--- config.mk ---
export PLATFORM = sky130hd
export DESIGN_NAME = kbs_ctrl
export DESIGN_NICKNAME = d
export VERILOG_FILES = /design/src/hw/rtl/kbs_pkg.sv /design/src/hw/rtl/kbs_ctrl.sv
export SDC_FILE = /design/constraint.sdc
export NUM_CORES = 1
export LEC_CHECK = 0
export BUFFER_PORTS_ARGS = -buffer_cell sky130_fd_sc_hd__buf_2
export CAP_MARGIN = 25
export CORE_MARGIN = 2
export CORE_UTILIZATION = 35
export CTS_CLUSTER_DIAMETER = 60
export DETAILED_ROUTE_END_ITERATION = 16
export HOLD_SLACK_MARGIN = 0.15
export PLACE_DENSITY = 0.59
export SKIP_LAST_GASP = 1
export SLEW_MARGIN = 25
export SYNTH_ARGS = -nofsm -noshare
export SYNTH_HDL_FRONTEND = slang
export SYNTH_SLANG_ARGS = --single-unit
--- constraint.sdc ---
create_clock -name clk_i -period 7.5 [get_ports clk_i]
set_clock_uncertainty 0.2 [all_clocks]
set_input_delay 0.75 -clock clk_i [delete_from_list [all_inputs] [get_ports clk_i]]
set_output_delay 0.75 -clock clk_i [all_outputs]
set_load 0.02 [all_outputs]
--- src/hw/rtl/kbs_pkg.sv ---
// shared types, constants and the cordic arctangent table
// for the kinematic bicycle step block; no dependencies
package kbs_pkg;

  localparam int FRAC_BITS        = 16;
  localparam int CORDIC_ITERS_DEF = 18;
  localparam int TQ               = 30;
  localparam int RND_ANG          = TQ - FRAC_BITS;
  localparam int DIV_SH           = 14;
  localparam int DIV_BITS         = 18;
  localparam int IDXW             = 5;
  localparam int XW               = 48;
  localparam int ZW               = 36;
  localparam int PW               = 58;

  localparam logic signed [19:0] PI_F     = 20'sd205887;
  localparam logic signed [19:0] TWO_PI_F = 20'sd411775;

  localparam logic signed [ZW-1:0] PI_Q30      = 36'sd3373259426;
  localparam logic signed [ZW-1:0] HALF_PI_Q30 = 36'sd1686629713;
  localparam logic signed [ZW-1:0] GAIN_Q30    = 36'sd652032874;

  typedef enum logic [2:0] {
    CFG_MAX_ACCEL     = 3'd0,
    CFG_MAX_DECEL     = 3'd1,
    CFG_STEER_LIMIT   = 3'd2,
    CFG_AXLE_DIST     = 3'd3,
    CFG_START_X       = 3'd4,
    CFG_START_Y       = 3'd5,
    CFG_START_HEADING = 3'd6,
    CFG_START_SPEED   = 3'd7
  } cfg_idx_e;

  typedef enum logic [2:0] {
    MUL_KW  = 3'd0,
    MUL_ADT = 3'd1,
    MUL_VC  = 3'd2,
    MUL_VS  = 3'd3,
    MUL_VN  = 3'd4,
    MUL_TDT = 3'd5,
    MUL_CW  = 3'd6
  } mul_op_e;

  typedef struct packed {
    logic signed [23:0] max_accel;
    logic signed [23:0] max_decel;
    logic [16:0]        steer_limit;
    logic [23:0]        axle_dist;
    logic signed [31:0] start_x;
    logic signed [31:0] start_y;
    logic signed [18:0] start_heading;
    logic [23:0]        start_speed;
  } cfg_t;

  typedef struct packed {
    logic            capture;
    logic            load_start;
    logic            mul_en;
    mul_op_e         mul_op;
    logic            a_en;
    logic            st_en;
    logic            vn_en;
    logic            cor_init;
    logic            cor_vec;
    logic            cor_ang_st;
    logic            cor_step;
    logic [IDXW-1:0] cor_idx;
    logic            trig1_en;
    logic            trig2_en;
    logic            t_en;
    logic            dx_en;
    logic            dy_en;
    logic            num_en;
    logic            den_en;
    logic            div_init;
    logic            div_step;
    logic            fin_en;
    logic            pub_en;
  } cmd_t;

  // atan(2^-i) in Q0.30
  function automatic logic [29:0] atan_q30(input logic [IDXW-1:0] i);
    logic [29:0] r;
    case (i)
      5'd0:  r = 30'd843314857;
      5'd1:  r = 30'd497837829;
      5'd2:  r = 30'd263043837;
      5'd3:  r = 30'd133525159;
      5'd4:  r = 30'd67021687;
      5'd5:  r = 30'd33543516;
      5'd6:  r = 30'd16775851;
      5'd7:  r = 30'd8388437;
      5'd8:  r = 30'd4194283;
      5'd9:  r = 30'd2097149;
      5'd10: r = 30'd1048576;
      5'd11: r = 30'd524288;
      5'd12: r = 30'd262144;
      5'd13: r = 30'd131072;
      5'd14: r = 30'd65536;
      5'd15: r = 30'd32768;
      5'd16: r = 30'd16384;
      5'd17: r = 30'd8192;
      5'd18: r = 30'd4096;
      5'd19: r = 30'd2048;
      5'd20: r = 30'd1024;
      5'd21: r = 30'd512;
      5'd22: r = 30'd256;
      5'd23: r = 30'd128;
      default: r = 30'd0;
    endcase
    return r;
  endfunction

endpackage

--- src/hw/rtl/kbs_ctrl.sv ---
// sequencer for one step or restart request: multiplier ops, three cordic passes,
// divider and result hand-off; depends on kbs_pkg
module kbs_ctrl #(
  parameter int CORDIC_ITERS = kbs_pkg::CORDIC_ITERS_DEF
) (
  input  logic          clk_i,
  input  logic          rst_ni,
  input  logic          in_valid_i,
  input  logic          kind_i,
  output logic          in_ready_o,
  input  logic          out_ready_i,
  output logic          out_valid_o,
  output kbs_pkg::cmd_t cmd_o
);
  import kbs_pkg::*;

  typedef enum logic [25:0] {
    ST_IDLE  = 26'd1 << 0,
    ST_LOAD  = 26'd1 << 1,
    ST_MKW   = 26'd1 << 2,
    ST_VINIT = 26'd1 << 3,
    ST_VITER = 26'd1 << 4,
    ST_STEER = 26'd1 << 5,
    ST_SPD   = 26'd1 << 6,
    ST_R1    = 26'd1 << 7,
    ST_TRIG1 = 26'd1 << 8,
    ST_R2    = 26'd1 << 9,
    ST_TRIG2 = 26'd1 << 10,
    ST_MVC   = 26'd1 << 11,
    ST_RX    = 26'd1 << 12,
    ST_MX    = 26'd1 << 13,
    ST_LX    = 26'd1 << 14,
    ST_RY    = 26'd1 << 15,
    ST_MY    = 26'd1 << 16,
    ST_LY    = 26'd1 << 17,
    ST_RN    = 26'd1 << 18,
    ST_MN    = 26'd1 << 19,
    ST_LN    = 26'd1 << 20,
    ST_LD    = 26'd1 << 21,
    ST_DCHK  = 26'd1 << 22,
    ST_DITER = 26'd1 << 23,
    ST_FIN   = 26'd1 << 24,
    ST_PUB   = 26'd1 << 25
  } state_e;

  state_e state_q, state_d;
  logic [IDXW-1:0] cnt_q, cnt_d;
  logic out_valid_q, out_valid_d;
  logic last_cor, last_div, slot_free;

  assign last_cor  = cnt_q == IDXW'(CORDIC_ITERS - 1);
  assign last_div  = cnt_q == IDXW'(DIV_BITS - 1);
  assign slot_free = !out_valid_q || out_ready_i;

  always_comb begin
    state_d     = state_q;
    cnt_d       = cnt_q;
    cmd_o       = '0;
    cmd_o.mul_op = MUL_KW;
    cmd_o.cor_idx = cnt_q;
    in_ready_o  = 1'b0;
    out_valid_d = out_valid_q && !out_ready_i;
    case (state_q)
      ST_IDLE: begin
        in_ready_o    = 1'b1;
        cmd_o.capture = in_valid_i;
        if (in_valid_i) state_d = kind_i ? ST_LOAD : ST_MKW;
      end
      ST_LOAD: begin
        cmd_o.load_start = 1'b1;
        state_d = ST_PUB;
      end
      ST_MKW: begin
        cmd_o.mul_en = 1'b1;
        cmd_o.mul_op = MUL_KW;
        state_d = ST_VINIT;
      end
      ST_VINIT: begin
        cmd_o.cor_init = 1'b1;
        cmd_o.cor_vec  = 1'b1;
        cnt_d   = '0;
        state_d = ST_VITER;
      end
      ST_VITER: begin
        cmd_o.cor_step = 1'b1;
        cnt_d = cnt_q + 1'b1;
        if (last_cor) state_d = ST_STEER;
      end
      ST_STEER: begin
        cmd_o.st_en = 1'b1;
        cmd_o.a_en  = 1'b1;
        state_d = ST_SPD;
      end
      ST_SPD: begin
        // speed product and heading rotation start together
        cmd_o.mul_en   = 1'b1;
        cmd_o.mul_op   = MUL_ADT;
        cmd_o.cor_init = 1'b1;
        cnt_d   = '0;
        state_d = ST_R1;
      end
      ST_R1: begin
        cmd_o.cor_step = 1'b1;
        cnt_d = cnt_q + 1'b1;
        if (last_cor) state_d = ST_TRIG1;
      end
      ST_TRIG1: begin
        cmd_o.trig1_en   = 1'b1;
        cmd_o.vn_en      = 1'b1;
        cmd_o.cor_init   = 1'b1;
        cmd_o.cor_ang_st = 1'b1;
        cnt_d   = '0;
        state_d = ST_R2;
      end
      ST_R2: begin
        cmd_o.cor_step = 1'b1;
        cnt_d = cnt_q + 1'b1;
        if (last_cor) state_d = ST_TRIG2;
      end
      ST_TRIG2: begin
        cmd_o.trig2_en = 1'b1;
        state_d = ST_MVC;
      end
      ST_MVC: begin
        cmd_o.mul_en = 1'b1;
        cmd_o.mul_op = MUL_VC;
        state_d = ST_RX;
      end
      ST_RX: begin
        cmd_o.t_en = 1'b1;
        state_d = ST_MX;
      end
      ST_MX: begin
        cmd_o.mul_en = 1'b1;
        cmd_o.mul_op = MUL_TDT;
        state_d = ST_LX;
      end
      ST_LX: begin
        cmd_o.dx_en  = 1'b1;
        cmd_o.mul_en = 1'b1;
        cmd_o.mul_op = MUL_VS;
        state_d = ST_RY;
      end
      ST_RY: begin
        cmd_o.t_en = 1'b1;
        state_d = ST_MY;
      end
      ST_MY: begin
        cmd_o.mul_en = 1'b1;
        cmd_o.mul_op = MUL_TDT;
        state_d = ST_LY;
      end
      ST_LY: begin
        cmd_o.dy_en  = 1'b1;
        cmd_o.mul_en = 1'b1;
        cmd_o.mul_op = MUL_VN;
        state_d = ST_RN;
      end
      ST_RN: begin
        cmd_o.t_en = 1'b1;
        state_d = ST_MN;
      end
      ST_MN: begin
        cmd_o.mul_en = 1'b1;
        cmd_o.mul_op = MUL_TDT;
        state_d = ST_LN;
      end
      ST_LN: begin
        cmd_o.num_en = 1'b1;
        cmd_o.mul_en = 1'b1;
        cmd_o.mul_op = MUL_CW;
        state_d = ST_LD;
      end
      ST_LD: begin
        cmd_o.den_en = 1'b1;
        state_d = ST_DCHK;
      end
      ST_DCHK: begin
        cmd_o.div_init = 1'b1;
        cnt_d   = '0;
        state_d = ST_DITER;
      end
      ST_DITER: begin
        cmd_o.div_step = 1'b1;
        cnt_d = cnt_q + 1'b1;
        if (last_div) state_d = ST_FIN;
      end
      ST_FIN: begin
        cmd_o.fin_en = 1'b1;
        state_d = ST_PUB;
      end
      ST_PUB: begin
        // wait for the output register to free up
        if (slot_free) begin
          cmd_o.pub_en = 1'b1;
          out_valid_d  = 1'b1;
          state_d      = ST_IDLE;
        end
      end
      default: begin
        state_d = ST_IDLE;
      end
    endcase
  end

  always_ff @(posedge clk_i or negedge rst_ni) begin
    if (!rst_ni) begin
      state_q     <= ST_IDLE;
      cnt_q       <= '0;
      out_valid_q <= 1'b0;
    end else begin
      state_q     <= state_d;
      cnt_q       <= cnt_d;
      out_valid_q <= out_valid_d;
    end
  end

  assign out_valid_o = out_valid_q;

endmodule

==> reports/qor.yml <==
vdd_drop_max_v: 0.000149
clock_power_share_pct: 30.2
first_global_vias: 1476
io_pins: 36
cp-start-kind: "flip-flop"
final_antenna_net_count: 0
drive_gt1_share_pct: 28.8
core_area_um2: 5110
min_to: "state_q[18]"
min_from: "state_q[16]"
p_sw_mw: 0.190
syn_to_final_growth_pct: 18.6
instances_no_fill: 292
netlist-cell-type-count: 42
row_count: 26
start_util_pct: 36.3
syn_nets: 191
fp.dieArea_um2: 5900
fin_tns_setup_ns: 0
cts.clk_slew.worst_paths_ns: 0.07
ff2ff_setup_slack_ns: 4.26
wirelength_um: 4550
gp_congestion: 0.789
vias: 1577
tightestPinTransition_ns: 0.734
portBuffers: 35
relSlewSlack_pct: 51.0
power_mw: 0.532
avgSynthCellArea_um2: 10.1
crit_fanout: 13
dp_hpwl_um: 3470
globalRouteOverflowTotal: 0
pre_cts_ws_ns: 4.11
post-route-util_pct: 43.1
synth_area_um2: 1850
slew_violations: 0
drc: 0
rsz0062_at_grt: "false"
hold_violations: 0
final_cell_mix: "buf_2, dfrtp_1, nor3_1"
viasPerCell: 5.40
dr.pass1.iters: 4
final_common_cell: "buf_2"
chipHeight_um: 76.8
yosysSeqAreaShare_pct: 43.3
power_density_nw_per_um2: 242
ys_seq_elements: 32
r2r_end: "state_q[0]"
htree_num_levels: 2
first_iter_violations: 77
n_antenna_cell: 0
seqPwrFrac_pct: 37.9
cts_buffer_depth: 2
cts_resized: 0
cap_violations: 0
final-setup-viol-count: 0
wl_per_cell_um: 15.6
yosysWarnings: 0
synth-edff-count: 0
hold_buffers: 0
combPwrFrac_pct: 31.9
antenna_found_initial: 0
ys.flop_type: "dfrtp_1"
p_leak_nw: 1.06
critical_path_class: "flip-flop to output pin"
layout.nets: 228
ctsRootBufferMaster: "clkbuf_8"
tritoncts: "built"
cp-end-kind: "output pin"
arrival_ns: 2.78
async_flop_share_pct: 100
cts_made_buffers: 5
synth_cells: 184
hold-path-cell-count: 1
grt.total_usage_pct: 16.6
reg2reg_depth: 7
place_inst: 284
power.share.switching_pct: 35.8
crit-reg2reg-launch: "state_q[18]"
status: "complete, no violations"
cts_setup_buffers: 0
worst_ep_required_time_ns: 6.55
fin_crit_ns: 3.73
intPower_mw: 0.341
finalCritPeriodShare_pct: 49.8
die_w_um: 76.8
clk_latency_ns: 0.28
setup_slack_ns: 3.77
cts.sinks: 32
max_freq_mhz: 268
hold_class: "flip-flop to flip-flop"
grt_start_max_net_pins: 33
grt_first_pass_wirelength_um: 7650
## how the worst max path moves through the flow
stage	start	endpoint	slack, ns
finish	state_q[18]	cmd_o[26]	3.77
global route	state_q[18]	cmd_o[26]	3.53
CTS	state_q[8]	cmd_o[26]	3.79
detailed placement	state_q[8]	cmd_o[26]	4.11
global placement	state_q[9]	cmd_o[26]	4.09
floorplan	state_q[4]	cmd_o[26]	4.09
## per-layer routing
| layer | track usage [%] | part of all wire (%) | vias up | routed length, um |
|---|---|---|---|---|
| li1 | - | - | 772 | - |
| met1 | 24.2 | 52 | 763 | 2360 |
| met2 | 23.5 | 43 | 38 | 1940 |
| met3 | 5.18 | 4.7 | 4 | 214 |
| met4 | 4.73 | 0.79 | 0 | 36 |
| met5 | 0 | 0 | - | 0 |
## synth_stat cells, types with 3 or more instances
library cell / instances / area (um2)
a21o_2: 4 / 35.0
buf_4: 3 / 22.5
dfrtp_1: 31 / 776
inv_1: 7 / 26.3
nand2_1: 9 / 33.8
nand3_1: 4 / 20.0
nand3b_1: 10 / 75.1
nand4_1: 7 / 43.8
nand4b_1: 5 / 43.8
nor2_1: 14 / 52.6
nor3_1: 27 / 135
nor4_1: 7 / 43.8
nor4_4: 4 / 85.1
nor4b_1: 4 / 35.0
o21ai_0: 5 / 25.0
or3_1: 6 / 37.5
or4b_2: 4 / 40.0
## state kept, by name, summed over array words and instances, names as in the netlist
register     flops
out_valid_o      1
cnt_q            5
state_q         26
## critical path: stages, from the launching register on
cell and delay [ns]:
dfrtp_1 0.41, nor4_1 0.51, nand3_1 0.48, nor3_1 0.54
nor3_1 0.13, or4b_1 0.25, buf_2 0.18
## power by group through the flow
stage	registers (mW)	logic, mW	clock network [mW]
6_report	0.201	0.170	0.160
5_1_grt	0.203	0.189	0.175
4_1_cts	0.201	0.170	0.165
3_5_place_dp	0.204	0.168	0
3_3_place_gp	0.204	0.170	0
2_1_floorplan	0.206	0.119	0
## final cells by class
cell class                 instances  area (um2)
tap                               70        87.6
inverter                           7        26.3
multi-input combinational        140        1000
fill                             502        2910
clock buffer                       6        72.6
timing repair buffer              35         175
clock inverter                     2        35.0
sequential                        32         802
## kinds of logic (layout without fill, tap and decap cells)
| family | Yosys count | count (layout) | synth area share (%) |
|---|---|---|---|
| AND/OR/NAND/NOR | 117 | 117 | 42.8 |
| flip-flops | 32 | 32 | 43.3 |
| AO/OA/AOI/OAI | 17 | 17 | 7.63 |
| buffers and inverters | 12 | 50 | 3.10 |
| XOR/XNOR | 4 | 4 | 1.89 |
| adder cells (fa/ha/maj) | 2 | 2 | 1.35 |
## metrics by stage
stage	hold WS (ns)	area [um2]
5_1_grt	0.323	2200
3_3_place_gp	0.319	2090
6_report	0.319	2200
3_5_place_dp	0.299	2090
2_1_floorplan	0.250	1850
4_1_cts	0.314	2200
Note: power is estimated with default switching activity, not from simulation.
